===== config.mk =====
export PLATFORM = sky130hd
export DESIGN_NAME = stepper_position_homing_controller_flat
export DESIGN_NICKNAME = d
export VERILOG_FILES = /design/src/rtl/core/sphc_pkg.sv /design/src/rtl/core/sphc_ifs.sv /design/src/rtl/core/stepper_position_homing_controller.sv /design/src/flat_wrapper.sv
export SDC_FILE = /design/constraint.sdc
export NUM_CORES = 1
export LEC_CHECK = 0
export BUFFER_PORTS_ARGS = -buffer_cell sky130_fd_sc_hd__buf_2
export CAP_MARGIN = 20
export CORE_MARGIN = 5
export CORE_UTILIZATION = 55
export CTS_BUF_LIST = sky130_fd_sc_hd__clkbuf_8
export DETAILED_ROUTE_END_ITERATION = 12
export PLACE_DENSITY = 0.74
export SYNTH_ARGS = -nofsm -noshare
export SYNTH_HDL_FRONTEND = slang
export SYNTH_SLANG_ARGS = --single-unit

===== constraint.sdc =====
create_clock -name clock -period 8.55 [get_ports clock]
set_clock_uncertainty 0.1 [all_clocks]
set_input_delay 0.855 -clock clock [delete_from_list [all_inputs] [get_ports clock]]
set_output_delay 0.855 -clock clock [all_outputs]
set_load 0.05 [all_outputs]

===== src/rtl/core/sphc_pkg.sv =====
`default_nettype none
// ----------------------------------------------------------------------------
// sphc_pkg: shared types and constants of the stepper position controller
// Operation and status codes, register indexes and sizing constants used by
// the channel interfaces and by the controller.
// ----------------------------------------------------------------------------
package sphc_pkg;

   localparam int SEQ_LEN     = 16;
   localparam int PHASE_LINES = 4;
   localparam int HOME_STEPS  = 1000;

   localparam int IDX_W   = 4;
   localparam int POS_W   = 16;
   localparam int MAXP_W  = 15;
   localparam int TABLE_W = 64;
   localparam int PHASE_W = 4;

   localparam logic [PHASE_W-1:0] PHASE_MASK = PHASE_W'((1 << PHASE_LINES) - 1);
   localparam logic [IDX_W-1:0]   IDX_LAST   = IDX_W'(SEQ_LEN - 1);
   localparam logic [MAXP_W-1:0]  MAXP_RESET = MAXP_W'(1000);

   typedef enum logic [1:0] {
      OP_TICK  = 2'd0,
      OP_MOVE  = 2'd1,
      OP_HOME  = 2'd2,
      OP_LIMIT = 2'd3
   } op_type;

   typedef enum logic [2:0] {
      ST_NONE     = 3'd0,
      ST_OK       = 3'd1,
      ST_HOMEFAIL = 3'd2,
      ST_RANGE    = 3'd3,
      ST_BUSY     = 3'd4
   } status_type;

   typedef enum logic [1:0] {
      REG_POS_LIMIT     = 2'd0,
      REG_FORWARD_TABLE = 2'd1,
      REG_REVERSE_TABLE = 2'd2
   } reg_index_type;

   typedef struct packed {
      status_type        status;
      logic              start;
      logic              reverse;
      logic [POS_W-1:0]  steps;
   } move_type;

endpackage
`default_nettype wire


===== src/rtl/core/sphc_ifs.sv =====
`default_nettype none
// ----------------------------------------------------------------------------
// sphc channel interfaces
// Valid/ready channels for commands, results and register writes.
// ----------------------------------------------------------------------------
interface sphc_req_if;
   logic                        valid;
   logic                        ready;
   sphc_pkg::op_type            operation;
   logic signed [15:0]          goal_position;
   logic                        limit_level;

   modport source (output valid, output operation, output goal_position,
                   output limit_level, input ready);
   modport sink   (input valid, input operation, input goal_position,
                   input limit_level, output ready);
endinterface

interface sphc_rsp_if;
   logic                        valid;
   logic                        ready;
   logic [3:0]                  coil_drive;
   logic signed [15:0]          position_now;
   logic                        homed_flag;
   logic                        busy_flag;
   sphc_pkg::status_type        status_code;

   modport source (output valid, output coil_drive, output position_now,
                   output homed_flag, output busy_flag, output status_code,
                   input ready);
   modport sink   (input valid, input coil_drive, input position_now,
                   input homed_flag, input busy_flag, input status_code,
                   output ready);
endinterface

interface sphc_csr_if;
   logic                        valid;
   logic                        ready;
   logic [1:0]                  index;
   logic [63:0]                 data;

   modport source (output valid, output index, output data, input ready);
   modport sink   (input valid, input index, input data, output ready);
endinterface
`default_nettype wire


===== src/rtl/core/stepper_position_homing_controller.sv =====
`default_nettype none
// ----------------------------------------------------------------------------
// stepper_position_homing_controller: stepper drive with limit-switch homing
// Runs moves and homing one step per tick item and reports phase drive,
// position, flags and a status code for every item.
// ----------------------------------------------------------------------------
// The result of an item is registered and appears in the cycle after the item is transferred.
// Throughput: one item per cycle while each result is taken; the state update
// and the result are formed in a single pass into the output register, which frees as it is taken.
// Reset: clears position, flags, run state and phase drive; the position
// limit returns to 1000 and both pattern tables to zero.
module stepper_position_homing_controller (
   input  wire       clock,
   input  wire       reset,
   sphc_req_if.sink  req_ch,
   sphc_rsp_if.source rsp_ch,
   sphc_csr_if.sink  csr_ch
);

   localparam int POS_W = sphc_pkg::POS_W;

   // Configuration registers
   logic [sphc_pkg::MAXP_W-1:0]  max_pos_ff;
   logic [sphc_pkg::TABLE_W-1:0] fwd_table_ff;
   logic [sphc_pkg::TABLE_W-1:0] rev_table_ff;

   // Controller state
   logic signed [POS_W-1:0]      pos_ff, pos_in;
   logic                         homed_ff, homed_in;
   logic                         busy_ff, busy_in;
   logic                         rev_ff, rev_in;
   logic [POS_W-1:0]             steps_ff, steps_in;
   logic [sphc_pkg::IDX_W-1:0]   idx_ff, idx_in;
   logic                         homing_ff, homing_in;
   logic signed [POS_W-1:0]      pend_t_ff, pend_t_in;
   logic                         pend_v_ff, pend_v_in;
   logic [sphc_pkg::PHASE_W-1:0] drive_ff, drive_in;

   // Result register
   logic                         rsp_valid_ff;
   sphc_pkg::status_type         status_ff, status_in;

   logic                         req_take;

   assign csr_ch.ready = 1'b1;
   assign req_ch.ready = !rsp_valid_ff || rsp_ch.ready;
   assign req_take     = req_ch.valid && req_ch.ready;

   assign rsp_ch.valid         = rsp_valid_ff;
   assign rsp_ch.coil_drive    = drive_ff;
   assign rsp_ch.position_now  = pos_ff;
   assign rsp_ch.homed_flag    = homed_ff;
   assign rsp_ch.busy_flag     = busy_ff;
   assign rsp_ch.status_code   = status_ff;

   // Range check and run setup for a move toward an absolute target.
   function automatic sphc_pkg::move_type start_move(
      input logic signed [POS_W-1:0]        tgt,
      input logic signed [POS_W-1:0]        pos,
      input logic [sphc_pkg::MAXP_W-1:0]    maxp
   );
      logic signed [POS_W:0]   diff;
      logic signed [POS_W:0]   mag;
      sphc_pkg::move_type      mv;
      mv = '0;
      diff = (POS_W+1)'(tgt) - (POS_W+1)'(pos);
      mag  = (diff < 0) ? -diff : diff;
      mv.status = sphc_pkg::ST_NONE;
      if (tgt < 0 || tgt > $signed({1'b0, maxp})) begin
         mv.status = sphc_pkg::ST_RANGE;
      end else if (diff == 0) begin
         mv.status = sphc_pkg::ST_OK;
      end else begin
         mv.start   = 1'b1;
         mv.reverse = diff < 0;
         mv.steps   = mag[POS_W-1:0];
      end
      return mv;
   endfunction

   always_comb begin
      logic                               finish;
      logic [sphc_pkg::TABLE_W-1:0]       table_sel;
      sphc_pkg::move_type                 mv;
      pos_in    = pos_ff;
      homed_in  = homed_ff;
      busy_in   = busy_ff;
      rev_in    = rev_ff;
      steps_in  = steps_ff;
      idx_in    = idx_ff;
      homing_in = homing_ff;
      pend_t_in = pend_t_ff;
      pend_v_in = pend_v_ff;
      drive_in  = drive_ff;
      status_in = sphc_pkg::ST_NONE;
      finish    = 1'b0;
      table_sel = rev_ff ? rev_table_ff : fwd_table_ff;
      mv        = '0;

      unique case (req_ch.operation)
         sphc_pkg::OP_TICK: begin
            if (busy_ff) begin
               if (rev_ff && req_ch.limit_level) begin
                  // The limit switch marks home: the run stops right here.
                  pos_in   = '0;
                  homed_in = 1'b1;
                  finish   = 1'b1;
               end else begin
                  if (steps_ff != '0) begin
                     drive_in = table_sel[{idx_ff, 2'b00} +: sphc_pkg::PHASE_W]
                                & sphc_pkg::PHASE_MASK;
                     idx_in   = (idx_ff == sphc_pkg::IDX_LAST) ? '0 : idx_ff + 1'b1;
                     if (rev_ff) begin
                        if (pos_ff != {1'b1, {(POS_W-1){1'b0}}}) pos_in = pos_ff - 1'b1;
                     end else begin
                        if (pos_ff != {1'b0, {(POS_W-1){1'b1}}}) pos_in = pos_ff + 1'b1;
                     end
                     steps_in = steps_ff - 1'b1;
                  end
                  finish = (steps_in == '0);
               end

               if (finish) begin
                  drive_in  = '0;
                  busy_in   = 1'b0;
                  homing_in = 1'b0;
                  steps_in  = '0;
                  if (!homing_ff) begin
                     status_in = sphc_pkg::ST_OK;
                  end else if (!homed_in) begin
                     pend_v_in = 1'b0;
                     status_in = sphc_pkg::ST_HOMEFAIL;
                  end else if (pend_v_ff) begin
                     // Homing done, so the move that asked for it goes ahead now.
                     pend_v_in = 1'b0;
                     mv        = start_move(pend_t_ff, pos_in, max_pos_ff);
                     status_in = mv.status;
                     if (mv.start) begin
                        rev_in   = mv.reverse;
                        steps_in = mv.steps;
                        idx_in   = '0;
                        busy_in  = 1'b1;
                     end
                  end else begin
                     status_in = sphc_pkg::ST_OK;
                  end
               end
            end
         end

         sphc_pkg::OP_MOVE: begin
            if (busy_ff) begin
               status_in = sphc_pkg::ST_BUSY;
            end else if (!homed_ff) begin
               pend_t_in = req_ch.goal_position;
               pend_v_in = 1'b1;
               rev_in    = 1'b1;
               steps_in  = POS_W'(sphc_pkg::HOME_STEPS);
               idx_in    = '0;
               homing_in = 1'b1;
               busy_in   = 1'b1;
            end else begin
               mv        = start_move(req_ch.goal_position, pos_ff, max_pos_ff);
               status_in = mv.status;
               if (mv.start) begin
                  rev_in    = mv.reverse;
                  steps_in  = mv.steps;
                  idx_in    = '0;
                  homing_in = 1'b0;
                  busy_in   = 1'b1;
               end
            end
         end

         sphc_pkg::OP_HOME: begin
            if (busy_ff) begin
               status_in = sphc_pkg::ST_BUSY;
            end else begin
               pend_v_in = 1'b0;
               rev_in    = 1'b1;
               steps_in  = POS_W'(sphc_pkg::HOME_STEPS);
               idx_in    = '0;
               homing_in = 1'b1;
               busy_in   = 1'b1;
            end
         end

         sphc_pkg::OP_LIMIT: begin
            drive_in = '0;
            if (pos_ff < 0) begin
               pos_in   = '0;
               homed_in = 1'b1;
            end
         end

         default: begin
            status_in = sphc_pkg::ST_NONE;
         end
      endcase
   end

   always_ff @(posedge clock) begin
      if (reset) begin
         max_pos_ff   <= sphc_pkg::MAXP_RESET;
         fwd_table_ff <= '0;
         rev_table_ff <= '0;
      end else if (csr_ch.valid && csr_ch.ready) begin
         unique case (csr_ch.index)
            sphc_pkg::REG_POS_LIMIT:     max_pos_ff   <= csr_ch.data[sphc_pkg::MAXP_W-1:0];
            sphc_pkg::REG_FORWARD_TABLE: fwd_table_ff <= csr_ch.data;
            sphc_pkg::REG_REVERSE_TABLE: rev_table_ff <= csr_ch.data;
            default: begin
            end
         endcase
      end
   end

   always_ff @(posedge clock) begin
      if (reset) begin
         pos_ff       <= '0;
         homed_ff     <= 1'b0;
         busy_ff      <= 1'b0;
         rev_ff       <= 1'b0;
         steps_ff     <= '0;
         idx_ff       <= '0;
         homing_ff    <= 1'b0;
         pend_t_ff    <= '0;
         pend_v_ff    <= 1'b0;
         drive_ff     <= '0;
         status_ff    <= sphc_pkg::ST_NONE;
         rsp_valid_ff <= 1'b0;
      end else begin
         if (req_take) begin
            pos_ff       <= pos_in;
            homed_ff     <= homed_in;
            busy_ff      <= busy_in;
            rev_ff       <= rev_in;
            steps_ff     <= steps_in;
            idx_ff       <= idx_in;
            homing_ff    <= homing_in;
            pend_t_ff    <= pend_t_in;
            pend_v_ff    <= pend_v_in;
            drive_ff     <= drive_in;
            status_ff    <= status_in;
            rsp_valid_ff <= 1'b1;
         end else if (rsp_ch.ready) begin
            rsp_valid_ff <= 1'b0;
         end
      end
   end

   // A run in progress always has steps still to go.
   assert property (@(posedge clock) disable iff (reset) busy_ff |-> steps_ff != '0)
      else $error("busy with no steps left");

   // A held move only exists while its homing run is under way.
   assert property (@(posedge clock) disable iff (reset)
      pend_v_ff |-> (busy_ff && homing_ff))
      else $error("pending move without homing run");

   // Phases are off whenever no run is in progress.
   assert property (@(posedge clock) disable iff (reset) !busy_ff |-> drive_ff == '0)
      else $error("phases driven while idle");

   // Every transferred item leaves a result in the output register.
   assert property (@(posedge clock) disable iff (reset) req_take |=> rsp_valid_ff)
      else $error("result missing after transfer");

endmodule
`default_nettype wire

===== src/flat_wrapper.sv =====
// flat-port wrapper written by rule: the top's interface ports become plain ports
module stepper_position_homing_controller_flat 
  (clock, reset, req_ch_valid, req_ch_operation, req_ch_goal_position, req_ch_limit_level, req_ch_ready, rsp_ch_valid, rsp_ch_coil_drive, rsp_ch_position_now, rsp_ch_homed_flag, rsp_ch_busy_flag, rsp_ch_status_code, rsp_ch_ready, csr_ch_valid, csr_ch_index, csr_ch_data, csr_ch_ready);
  sphc_req_if req_ch_i ();
  sphc_rsp_if rsp_ch_i ();
  sphc_csr_if csr_ch_i ();
  input  wire clock;
  input  wire reset;
  input wire logic [$bits(req_ch_i.valid)-1:0] req_ch_valid;
  input wire logic [$bits(req_ch_i.operation)-1:0] req_ch_operation;
  input wire logic [$bits(req_ch_i.goal_position)-1:0] req_ch_goal_position;
  input wire logic [$bits(req_ch_i.limit_level)-1:0] req_ch_limit_level;
  output wire logic [$bits(req_ch_i.ready)-1:0] req_ch_ready;
  output wire logic [$bits(rsp_ch_i.valid)-1:0] rsp_ch_valid;
  output wire logic [$bits(rsp_ch_i.coil_drive)-1:0] rsp_ch_coil_drive;
  output wire logic [$bits(rsp_ch_i.position_now)-1:0] rsp_ch_position_now;
  output wire logic [$bits(rsp_ch_i.homed_flag)-1:0] rsp_ch_homed_flag;
  output wire logic [$bits(rsp_ch_i.busy_flag)-1:0] rsp_ch_busy_flag;
  output wire logic [$bits(rsp_ch_i.status_code)-1:0] rsp_ch_status_code;
  input wire logic [$bits(rsp_ch_i.ready)-1:0] rsp_ch_ready;
  input wire logic [$bits(csr_ch_i.valid)-1:0] csr_ch_valid;
  input wire logic [$bits(csr_ch_i.index)-1:0] csr_ch_index;
  input wire logic [$bits(csr_ch_i.data)-1:0] csr_ch_data;
  output wire logic [$bits(csr_ch_i.ready)-1:0] csr_ch_ready;
  assign req_ch_i.valid = req_ch_valid;
  assign req_ch_i.operation = req_ch_operation;
  assign req_ch_i.goal_position = req_ch_goal_position;
  assign req_ch_i.limit_level = req_ch_limit_level;
  assign req_ch_ready = req_ch_i.ready;
  assign rsp_ch_valid = rsp_ch_i.valid;
  assign rsp_ch_coil_drive = rsp_ch_i.coil_drive;
  assign rsp_ch_position_now = rsp_ch_i.position_now;
  assign rsp_ch_homed_flag = rsp_ch_i.homed_flag;
  assign rsp_ch_busy_flag = rsp_ch_i.busy_flag;
  assign rsp_ch_status_code = rsp_ch_i.status_code;
  assign rsp_ch_i.ready = rsp_ch_ready;
  assign csr_ch_i.valid = csr_ch_valid;
  assign csr_ch_i.index = csr_ch_index;
  assign csr_ch_i.data = csr_ch_data;
  assign csr_ch_ready = csr_ch_i.ready;
  stepper_position_homing_controller u_core (.clock(clock), .reset(reset), .req_ch(req_ch_i), .rsp_ch(rsp_ch_i), .csr_ch(csr_ch_i));
endmodule

==> impl_metrics.json, run 1 <==
{
  "cts_buffer_depth": 3,
  "grt_max_degree": 112,
  "ys_warn_count": 0,
  "cp.arrival_ns": 6.52,
  "holdBufCountCts": 0,
  "synthFlopType": "dfxtp_1",
  "drt_iter0_drc": 1110,
  "rsz0062_at_grt": "no",
  "grt_use_met1_pct": 34.7,
  "grt_pass1_vias": 12600,
  "drc": 0,
  "syn_avg_cell_area_um2": 7.81,
  "ys_seq_elements": 208,
  "criticalPathCategory": "reg -> reg",
  "area_growth_pct": 10.4,
  "synth-seq-area-share_pct": 30.7,
  "async_flop_share_pct": 0,
  "critical_path_required_ns": 8.90,
  "postCtsSetupBuffers": 0,
  "yosys.cell_count.top_type": "nand2_1",
  "buffer_ports.inserted": 116,
  "grt_antenna_before_repair": 4,
  "overflow": 0,
  "die_x_um": 167,
  "diodes": 0,
  "cts_made_buffers": 37,
  "drt-total-wl_um": 41000,
  "post-synth-top-area-cell": "dfxtp_1",
  "htree_levels": 2,
  "place_hpwl_um": 29900,
  "pin_count": 118,
  "fin_crit_sh_pct": 72.2,
  "fmax_mhz": 162,
  "tns_ns": 0,
  "slew_headroom_pct": 33.1,
  "synth_fp_nets": 1902,
  "clk_pin_slew_ns": 0.06,
  "synth_commonest_cells": "nand2_1, a21oi_1, dfxtp_1",
  "hold_viol": 0,
  "vias": 13100,
  "die_area_mm2": 0.0279,
  "grt.total_usage_pct": 28.3,
  "hold_path_class": "reg -> reg",
  "cts_resized": 0,
  "ir_worst_vdd_uv": 136,
  "ys_types": 94,
  "nets": 1959,
  "viasPerCell": 6.11,
  "crit_fanout": 14,
  "gr-max-usage-layer": "met2",
  "cp-start-kind": "flop",
  "wire_per_inst_um": 19.2,
  "drv_slew": 0,
  "cts-root-buf": "clkbuf_8",
  "status": "complete, no violations",
  "fin_crit_ns": 6.17,
  "core-area_mm2": 0.0243,
  "dpl_worst_slack_ns": 2.50,
  "grt_pass1_wl_um": 65700,
  "postRouteAntennaNets": 0,
  "tightest_slew_ns": 0.996,
  "drive_gt1_share_pct": 14.6,
  "holdWs_ns": 0.351,
  "cts_sinks": 208,
  "synth_top_area_share_pct": 30.7,
  "cts_tree": "built",
  "dr.pass1.iters": 5,
  "groute.layer.met2.usage_pct": 48.9,
  "leakagePower_nw": 5.72,
  "synthTopCellsByArea": "dfxtp_1, nand2_1, a21oi_1",
  "die_y_um": 167,
  "postSynthCellCount": 1736,
  "setup_slack_ns": 2.38,
  "powerDensity_mw_per_mm2": 193,
  "num_rows": 57,
  "initial_core_util_pct": 55.8,
  "synthesis.area_mm2": 0.0136,
  "synth_edf_count": 0,
  "finalSetupViolations": 0,
  "max_cap_viol_count": 0,
  "clock_latency_ns": 0.54,
  "place_congestion": 1.01,
  "grtUsageMet3_pct": 5.95,
  "critPathCaptureType": "flop"
}
report_power, final:
part,total (mW),switching (mW),leakage (nW),internal (mW)
clock,0.977,0.428,0.438,0.550
combinational,0.876,0.539,3.59,0.337
sequential,1.04,0.0348,1.69,1.01
total,2.89,1.00,5.72,1.89
metrics by stage:
step           std cells  area [um^2]  util, %  power [mW]
2_1_floorplan       1736        13600        -        1.70
3_3_place_gp        2077        14200     58.3        1.91
3_5_place_dp        2077        14200     58.3        1.92
4_1_cts             2140        15000     61.5        2.89
5_1_grt             2141        15000     61.6        3.04
6_report            2141        15000     61.6        2.89
cell type report:
type                       instances  area [um^2]
clock buffer                      46          633
clock inverter                    17          145
fill                            2202         9340
inverter                          58          218
multi-input combinational       1360         8730
sequential                       208         4170
tap                              324          405
timing repair buffer             128          681
state kept, by name, indices dropped and copies added (netlist names):
name and cells:
u_core.rsp_ch.homed_flag 1, u_core.rsp_ch.position_now 16, u_core.pend_v_ff 1, u_core.max_pos_ff 15, u_core.rsp_ch.busy_flag 1, u_core.rev_ff 1
u_core.idx_ff 4, u_core.steps_ff 16, u_core.pend_t_ff 16, u_core.fwd_table_ff 64, u_core.homing_ff 1, u_core.rsp_ch.valid 1
u_core.rsp_ch.status_code 3, u_core.rev_table_ff 64, u_core.rsp_ch.coil_drive 4
final timing paths:
path / slack (ns) / end / start / depth (start not counted)
hold / removal: 0.35 / u_core.rev_table_ff[36] / u_core.rev_table_ff[36] / 2
setup / recovery: 2.38 / u_core.steps_ff[3] / u_core.steps_ff[0] / 18
setup reg to reg: 2.38 / u_core.steps_ff[3] / u_core.steps_ff[0] / 18
hold reg to reg: 0.35 / u_core.rev_table_ff[36] / u_core.rev_table_ff[36] / 2
worst max-delay path: stages, from the launching register on:
cell       delay, ns
dfxtp_1         0.39
inv_1           0.13
ha_1            0.24
or4b_1          0.61
nor4_4          0.87
nor2_1          0.17
xnor2_1         0.26
nand2_1         0.09
ha_1            0.45
a211oi_4        0.35
o211ai_1        0.19
a2111oi_2       0.46
nor2_1          0.13
xor2_1          0.30
a2bb2oi_2       0.23
o31ai_4         0.14
nor3_4          0.54
a211oi_1        0.16
a211oi_1        0.25
cells by family (layout without fill, tap and decap cells):
kind of cell,count (synthesis),after routing,synth area share [%]
other,1,1,0.0277
and+or+nand+nor,714,714,24.1
xor gates and xnor gates,61,61,3.94
buffers and inverters,168,249,5.04
AOI/OAI and AO/OA,455,455,21.4
muxes,53,53,7.63
adders and majority gates,76,76,7.12
DFF,208,208,30.7
per-layer routing:
layer  wire [um]  vias to the layer above
li1            -                     6301
met1       16400                     6149
met2       20100                      509
met3        3100                      108
met4        1460                        8
met5          34                        -
layout by cell type (no fill, tap or decap), drive strengths merged, types with 42 or more instances in the layout:
master,instances
xnor2,42
inv,69
nor2,112
nor3,49
dfxtp,208
a21oi,233
ha,74
o21ai,45
buf,128
clkbuf,46
nand2,394
Note: power is estimated with default switching activity, not from simulation.
==> inputs of run 2 (changes only) <==
- PLACE_DENSITY: 0.74 -> 0.77
- clock period: 8.55 -> 5 ns (I/O delays scaled with it)
==> run 2 against run 1 <==
  * The run now ends with negative setup slack left
  * Via count grew 5.2%
  * Core utilization grew 5.4 points
  * Die area is the same
  * Cell count grew 7.1%
  * Clock-buffer cell count shrank 1
  * Sequential share of layout area shrank 2.2 points
  * Combinational power grew 110%
  * Global-route usage grew 0.92 points
  * Worst hold slack lost 0.25 ns
  * Critical path type unchanged
  * Largest cell class unchanged
  * Largest power group is now combinational logic
==> impl_metrics.json, run 2 (synthesis results as in run 1) <==
{
  "htree_levels": 2,
  "status": "finished, violations left",
  "final_core_util_pct": 67.0,
  "grt_pass1_vias": 13200,
  "clk_pin_slew_ns": 0.06,
  "cts_sinks": 208,
  "place_hpwl_um": 32000,
  "vias": 13800,
  "violations": "negative setup slack",
  "buffer_ports.inserted": 116,
  "viasPerCell": 6.00,
  "area_growth_pct": 20.1,
  "core-area_mm2": 0.0243,
  "final_cell_mix": "nand2_1, a21oi_1, dfxtp_1",
  "setup_slack_ns": -0.0578,
  "postRouteAntennaNets": 0,
  "die_y_um": 167,
  "grt_max_degree": 100,
  "drc": 0,
  "cp-start-kind": "flop",
  "leakagePower_nw": 6.48,
  "wire_per_inst_um": 18.6,
  "dpl_worst_slack_ns": -0.364,
  "grt_antenna_before_repair": 2,
  "finalSetupViolations": 9,
  "tightest_slew_ns": 1.07,
  "holdBufCountCts": 0,
  "cts_buffer_depth": 3,
  "powerDensity_mw_per_mm2": 315,
  "grt.total_usage_pct": 29.2,
  "drv_slew": 0,
  "rsz0062_at_grt": "yes",
  "overflow": 0,
  "dpl_cell_area_mm2": 0.0153,
  "slew_headroom_pct": 28.3,
  "criticalPathCategory": "reg -> reg",
  "drt_iter0_drc": 1144,
  "drive_gt1_share_pct": 23.5,
  "num_rows": 57,
  "dr.pass1.iters": 6,
  "grt_pass1_wl_um": 67400,
  "fin_crit_sh_pct": 101,
  "max_cap_viol_count": 0,
  "cts-root-buf": "clkbuf_8",
  "power.internal_mw": 3.35,
  "total_power_mw": 5.13,
  "clock_latency_ns": 0.54,
  "diodes": 0,
  "drt-total-wl_um": 42700,
  "placed_cells": 2217,
  "critPathCaptureType": "flop",
  "final_common_cell": "nand2_1",
  "place_congestion": 1.01,
  "ir_worst_vdd_uv": 288,
  "fmax_mhz": 198,
  "critical_path_required_ns": 5.32,
  "clock_power_share_pct": 29.6,
  "top_regs": "u_core.fwd_table_ff: 64 flops, u_core.rev_table_ff: 64 flops",
  "final_cells": 2292,
  "p_comb_share_pct": 36.0,
  "seqPwrFrac_pct": 34.4,
  "cts_tree": "built",
  "pin_count": 118,
  "hold_viol": 0,
  "fin_crit_ns": 5.06,
  "fin_area_mm2": 0.0163,
  "switchingPower_mw": 1.78,
  "cts_made_buffers": 36,
  "die_area_mm2": 0.0279,
  "crit_fanout": 6,
  "switching_share_pct": 34.6,
  "initial_core_util_pct": 55.8,
  "cp.arrival_ns": 5.38,
  "fillers": 2057,
  "hold_path_class": "in -> reg",
  "nets": 2109,
  "die_x_um": 167
}
-- run 2: cell count changes in the layout (fill, tap and decap cells not counted), sizes merged --
cell | before | now
inv | 69 | 67
bufinv | 2 | 0
clkinvlp | 0 | 2
clkinv | 4 | 7
buf | 128 | 279
clkbuf | 46 | 45
-- run 2: final timing paths --
path	start	endpoint	slack, ns	cells after the start
max	u_core.steps_ff[0]	u_core.rev_ff	-0.06	18
min	csr_ch_data[54]	u_core.rev_table_ff[54]	0.10	3
max reg2reg	u_core.steps_ff[0]	u_core.rev_ff	-0.06	18
min reg2reg	u_core.rev_table_ff[51]	u_core.rev_table_ff[51]	0.35	2
-- run 2: worst max-delay path: stages (launching register included) --
cell and delay [ns]:
dfxtp_2 0.33, inv_4 0.06, ha_4 0.12, or4b_4 0.47
or4_4 0.56, a31oi_1 0.21, nor2_1 0.06, a311o_1 0.35
ha_1 0.36, o211ai_1 0.19, o211ai_1 0.21, a2111oi_2 0.42
nor2_1 0.13, xor2_1 0.28, a2bb2oi_2 0.25, o31ai_4 0.13
buf_4 0.18, a211oi_2 0.20, mux2_4 0.32
-- run 2: power by group through the flow --
stage	Combinational (mW)	Sequential, mW	Clock [mW]
floorplan	1.12	1.80	0
global placement	1.69	1.79	0
detailed placement	1.71	1.80	0
CTS	1.79	1.76	1.54
global route	2.00	1.77	1.63
finish	1.85	1.76	1.52
-- run 2: layer usage --
metal,global-route usage (%),share of wire [%]
met4,11.2,3.8
met5,0,0.063
met3,5.21,7.4
met2,49.6,48
met1,37.1,40
-- run 2: cell type report --
cell class	instances	area (um^2)	area share, %
flip-flops and latches	208	4170	25.6
multi-input cells	1360	8950	54.9
clock buffers	45	619	3.80
inverters	58	220	1.35
clock inverters	18	95.1	0.584
repair buffers	279	1830	11.2
well taps	324	405	2.49
-- run 2: stage by stage --
| step | hold slack, ns | TNS, ns |
|---|---|---|
| floorplan | 0.333 | -2.49 |
| global route | 0.0949 | -5.51 |
| finish | 0.105 | -0.143 |
| CTS | 0.0913 | -0.631 |
| global placement | 0.338 | -1.05 |
| detailed placement | 0.343 | -4.76 |
-- run 2: repair_timing --
action	4_1_cts	5_1_grt
pin swaps	25	14
gates cloned	0	0
resized for setup	22	21
endpoints found under the setup margin	23	23
setup buffers	11	1
==> inputs of run 3 (changes only) <==
- ABC_AREA: default -> 1
==> run 3 against run 2 <==
  * The run now ends clean
  * Clock power grew 4%
  * Global-route usage is 1.4 points higher
  * Flip-flop and latch count unchanged
  * Critical endpoint is now u_core.steps_ff[12]
==> impl_metrics.json, run 3 <==
{
  "status": "complete, no violations",
  "ir_worst_vdd_uv": 278,
  "drt-met1-wl_um": 21300,
  "place_congestion": 1.02,
  "leakagePower_nw": 7.57,
  "drc": 0,
  "diodes": 0,
  "finalSetupViolations": 0,
  "cp.arrival_ns": 4.89,
  "vias": 15600,
  "clk_pin_slew_ns": 0.07,
  "synthTopCellsByArea": "dfxtp_1, nand2_1, o21ai_0",
  "dr.pass1.iters": 5,
  "synth.area.mux_share_pct": 0,
  "viasPerCell": 5.61,
  "synth-seq-area-share_pct": 29.1,
  "area_growth_pct": 12.5,
  "drt-total-wl_um": 46700,
  "hold_path_class": "in -> reg",
  "crit_fanout": 12,
  "drive_gt1_share_pct": 11.2,
  "cts_made_buffers": 38,
  "grt_max_degree": 141,
  "wire_per_inst_um": 16.8,
  "die_area_mm2": 0.0293,
  "drt_iter0_drc": 1426,
  "final_cell_mix": "nand2_1, inv_1, nor2_1",
  "fin_crit_ns": 4.58,
  "initial_core_util_pct": 55.4,
  "htree_levels": 2,
  "buffer_ports.inserted": 116,
  "num_rows": 59,
  "overflow": 0,
  "holdWs_ns": 0.138,
  "synth_edf_count": 0,
  "clock_latency_ns": 0.54,
  "tightest_slew_ns": 0.943,
  "synth_commonest_cells": "nand2_1, nor2_1, inv_1",
  "grt_pass1_wl_um": 72400,
  "synth_fp_nets": 2474,
  "grt.total_usage_pct": 30.6,
  "die_x_um": 171,
  "core-area_mm2": 0.0258,
  "drv_slew": 0,
  "criticalPathCategory": "reg -> reg",
  "die_y_um": 171,
  "cts_sinks": 208,
  "synth_simple_gate_area_share_pct": 28.8,
  "critical_path_required_ns": 5.31,
  "ys_seq_elements": 208,
  "synth_xor_area_share_pct": 2.44,
  "slowest_delay_ns": 0.48,
  "post-synth-top-area-cell": "dfxtp_1",
  "cts_tree": "built",
  "hold_viol": 0,
  "met3_length_um": 4060,
  "yosys.cell_count.top_type": "nand2_1",
  "critPathCaptureType": "flop",
  "synth_top_family_by_area": "simple AND/OR/NAND/NOR gates",
  "nets": 2580,
  "dpl_worst_slack_ns": -0.0726,
  "place_hpwl_um": 35100,
  "cts_buffer_depth": 3,
  "crit_slowest_cell": "fa_1",
  "synth_compound_area_share_pct": 21.9,
  "postSynthCellCount": 2308,
  "dr_wl_met2_um": 20100,
  "syn_avg_cell_area_um2": 6.20,
  "final_common_cell": "nand2_1",
  "setup_slack_ns": 0.424,
  "fin_crit_sh_pct": 91.5,
  "top_layer": "met5",
  "cp_common_cell": "nand2_1",
  "max_cap_viol_count": 0,
  "synthAdderAreaFrac_pct": 6.75,
  "tns_ns": 0,
  "async_flop_share_pct": 0,
  "pin_count": 118,
  "cts-root-buf": "clkbuf_8",
  "synthesis.area_mm2": 0.0143,
  "grt_antenna_before_repair": 1,
  "synthFlopType": "dfxtp_1",
  "fmax_mhz": 219,
  "cp-start-kind": "flop",
  "synth_top_area_share_pct": 29.1,
  "powerDensity_mw_per_mm2": 330,
  "postRouteAntennaNets": 0,
  "top_regs": "u_core.fwd_table_ff: 64 flops, u_core.rev_table_ff: 64 flops",
  "ys_types": 50,
  "slew_headroom_pct": 37.1,
  "ys_warn_count": 0,
  "grt_pass1_vias": 13600
}
## run 3: changes by cell type in the layout (fill, tap and decap cells not counted), moves of 33 or more
cell / before / now
a21oi_1: 230 / 263
buf_4: 161 / 53
inv_1: 64 / 301
mux4_2: 40 / 0
nand2_1: 392 / 469
nand3_1: 26 / 107
nor2_1: 112 / 287
o21ai_0: 34 / 277
## run 3: cells by family after synthesis
logic type | after synthesis
other cells | 1
compound gates | 599
buf+inv | 404
fa+ha+maj | 76
simple gates | 981
xor+xnor | 39
flops | 208
## run 3: through the flow
stage	instance area (um^2)	utilization, %	instances	power, mW
6_report	16100	62.3	2772	5.31
5_1_grt	16100	62.3	2772	5.65
4_1_cts	16000	61.9	2766	5.29
3_5_place_dp	15200	59.0	2701	3.71
3_3_place_gp	15200	59.0	2701	3.69
2_1_floorplan	14300	-	2308	3.18
## run 3: area by class of cell
cell class                      instances  area [um^2]
Fill cell                            2533         9740
Multi-Input combinational cell       1696         8620
Sequential cell                       208         4170
Inverter                              299         1130
Timing Repair Buffer                  171         1030
Clock buffer                           45          619
Tap cell                              335          419
Clock inverter                         18          105
## run 3: worst paths after layout
| path | startpoint | endpoint | slack (ns) | depth (start not counted) |
|---|---|---|---|---|
| setup / recovery | u_core.rsp_ch.position_now[15] | u_core.steps_ff[12] | 0.42 | 31 |
| hold / removal | csr_ch_data[63] | u_core.fwd_table_ff[63] | 0.14 | 3 |
| setup reg to reg | u_core.rsp_ch.position_now[15] | u_core.steps_ff[12] | 0.42 | 31 |
| hold reg to reg | u_core.rev_table_ff[23] | u_core.rev_table_ff[23] | 0.34 | 2 |
## run 3: report_power, final
group,internal [mW],switching (mW),total [mW]
clock network,0.865,0.714,1.58
registers,1.75,0.0728,1.82
logic,0.657,1.25,1.90
## run 3: timing repair
action	in CTS	in global routing
setup buffers	2	5
endpoints found under the setup margin	15	23
hold buffers	0	0
resized for setup	1	13
pin swaps	1	1
## run 3: critical path: cells and delay by family, from the launching register on
kind            cells  cell delay, ns
simple gates       16            1.71
fa+ha+maj           3            0.83
buf+inv             8            0.81
compound gates      4            0.56
flops               1            0.44
## run 3: routing by layer
metal	track usage, %	vias to the layer above
met4	8.30	2
met5	0	-
met1	45.4	7084
met2	45.7	609
met3	5.33	97
li1	-	7768
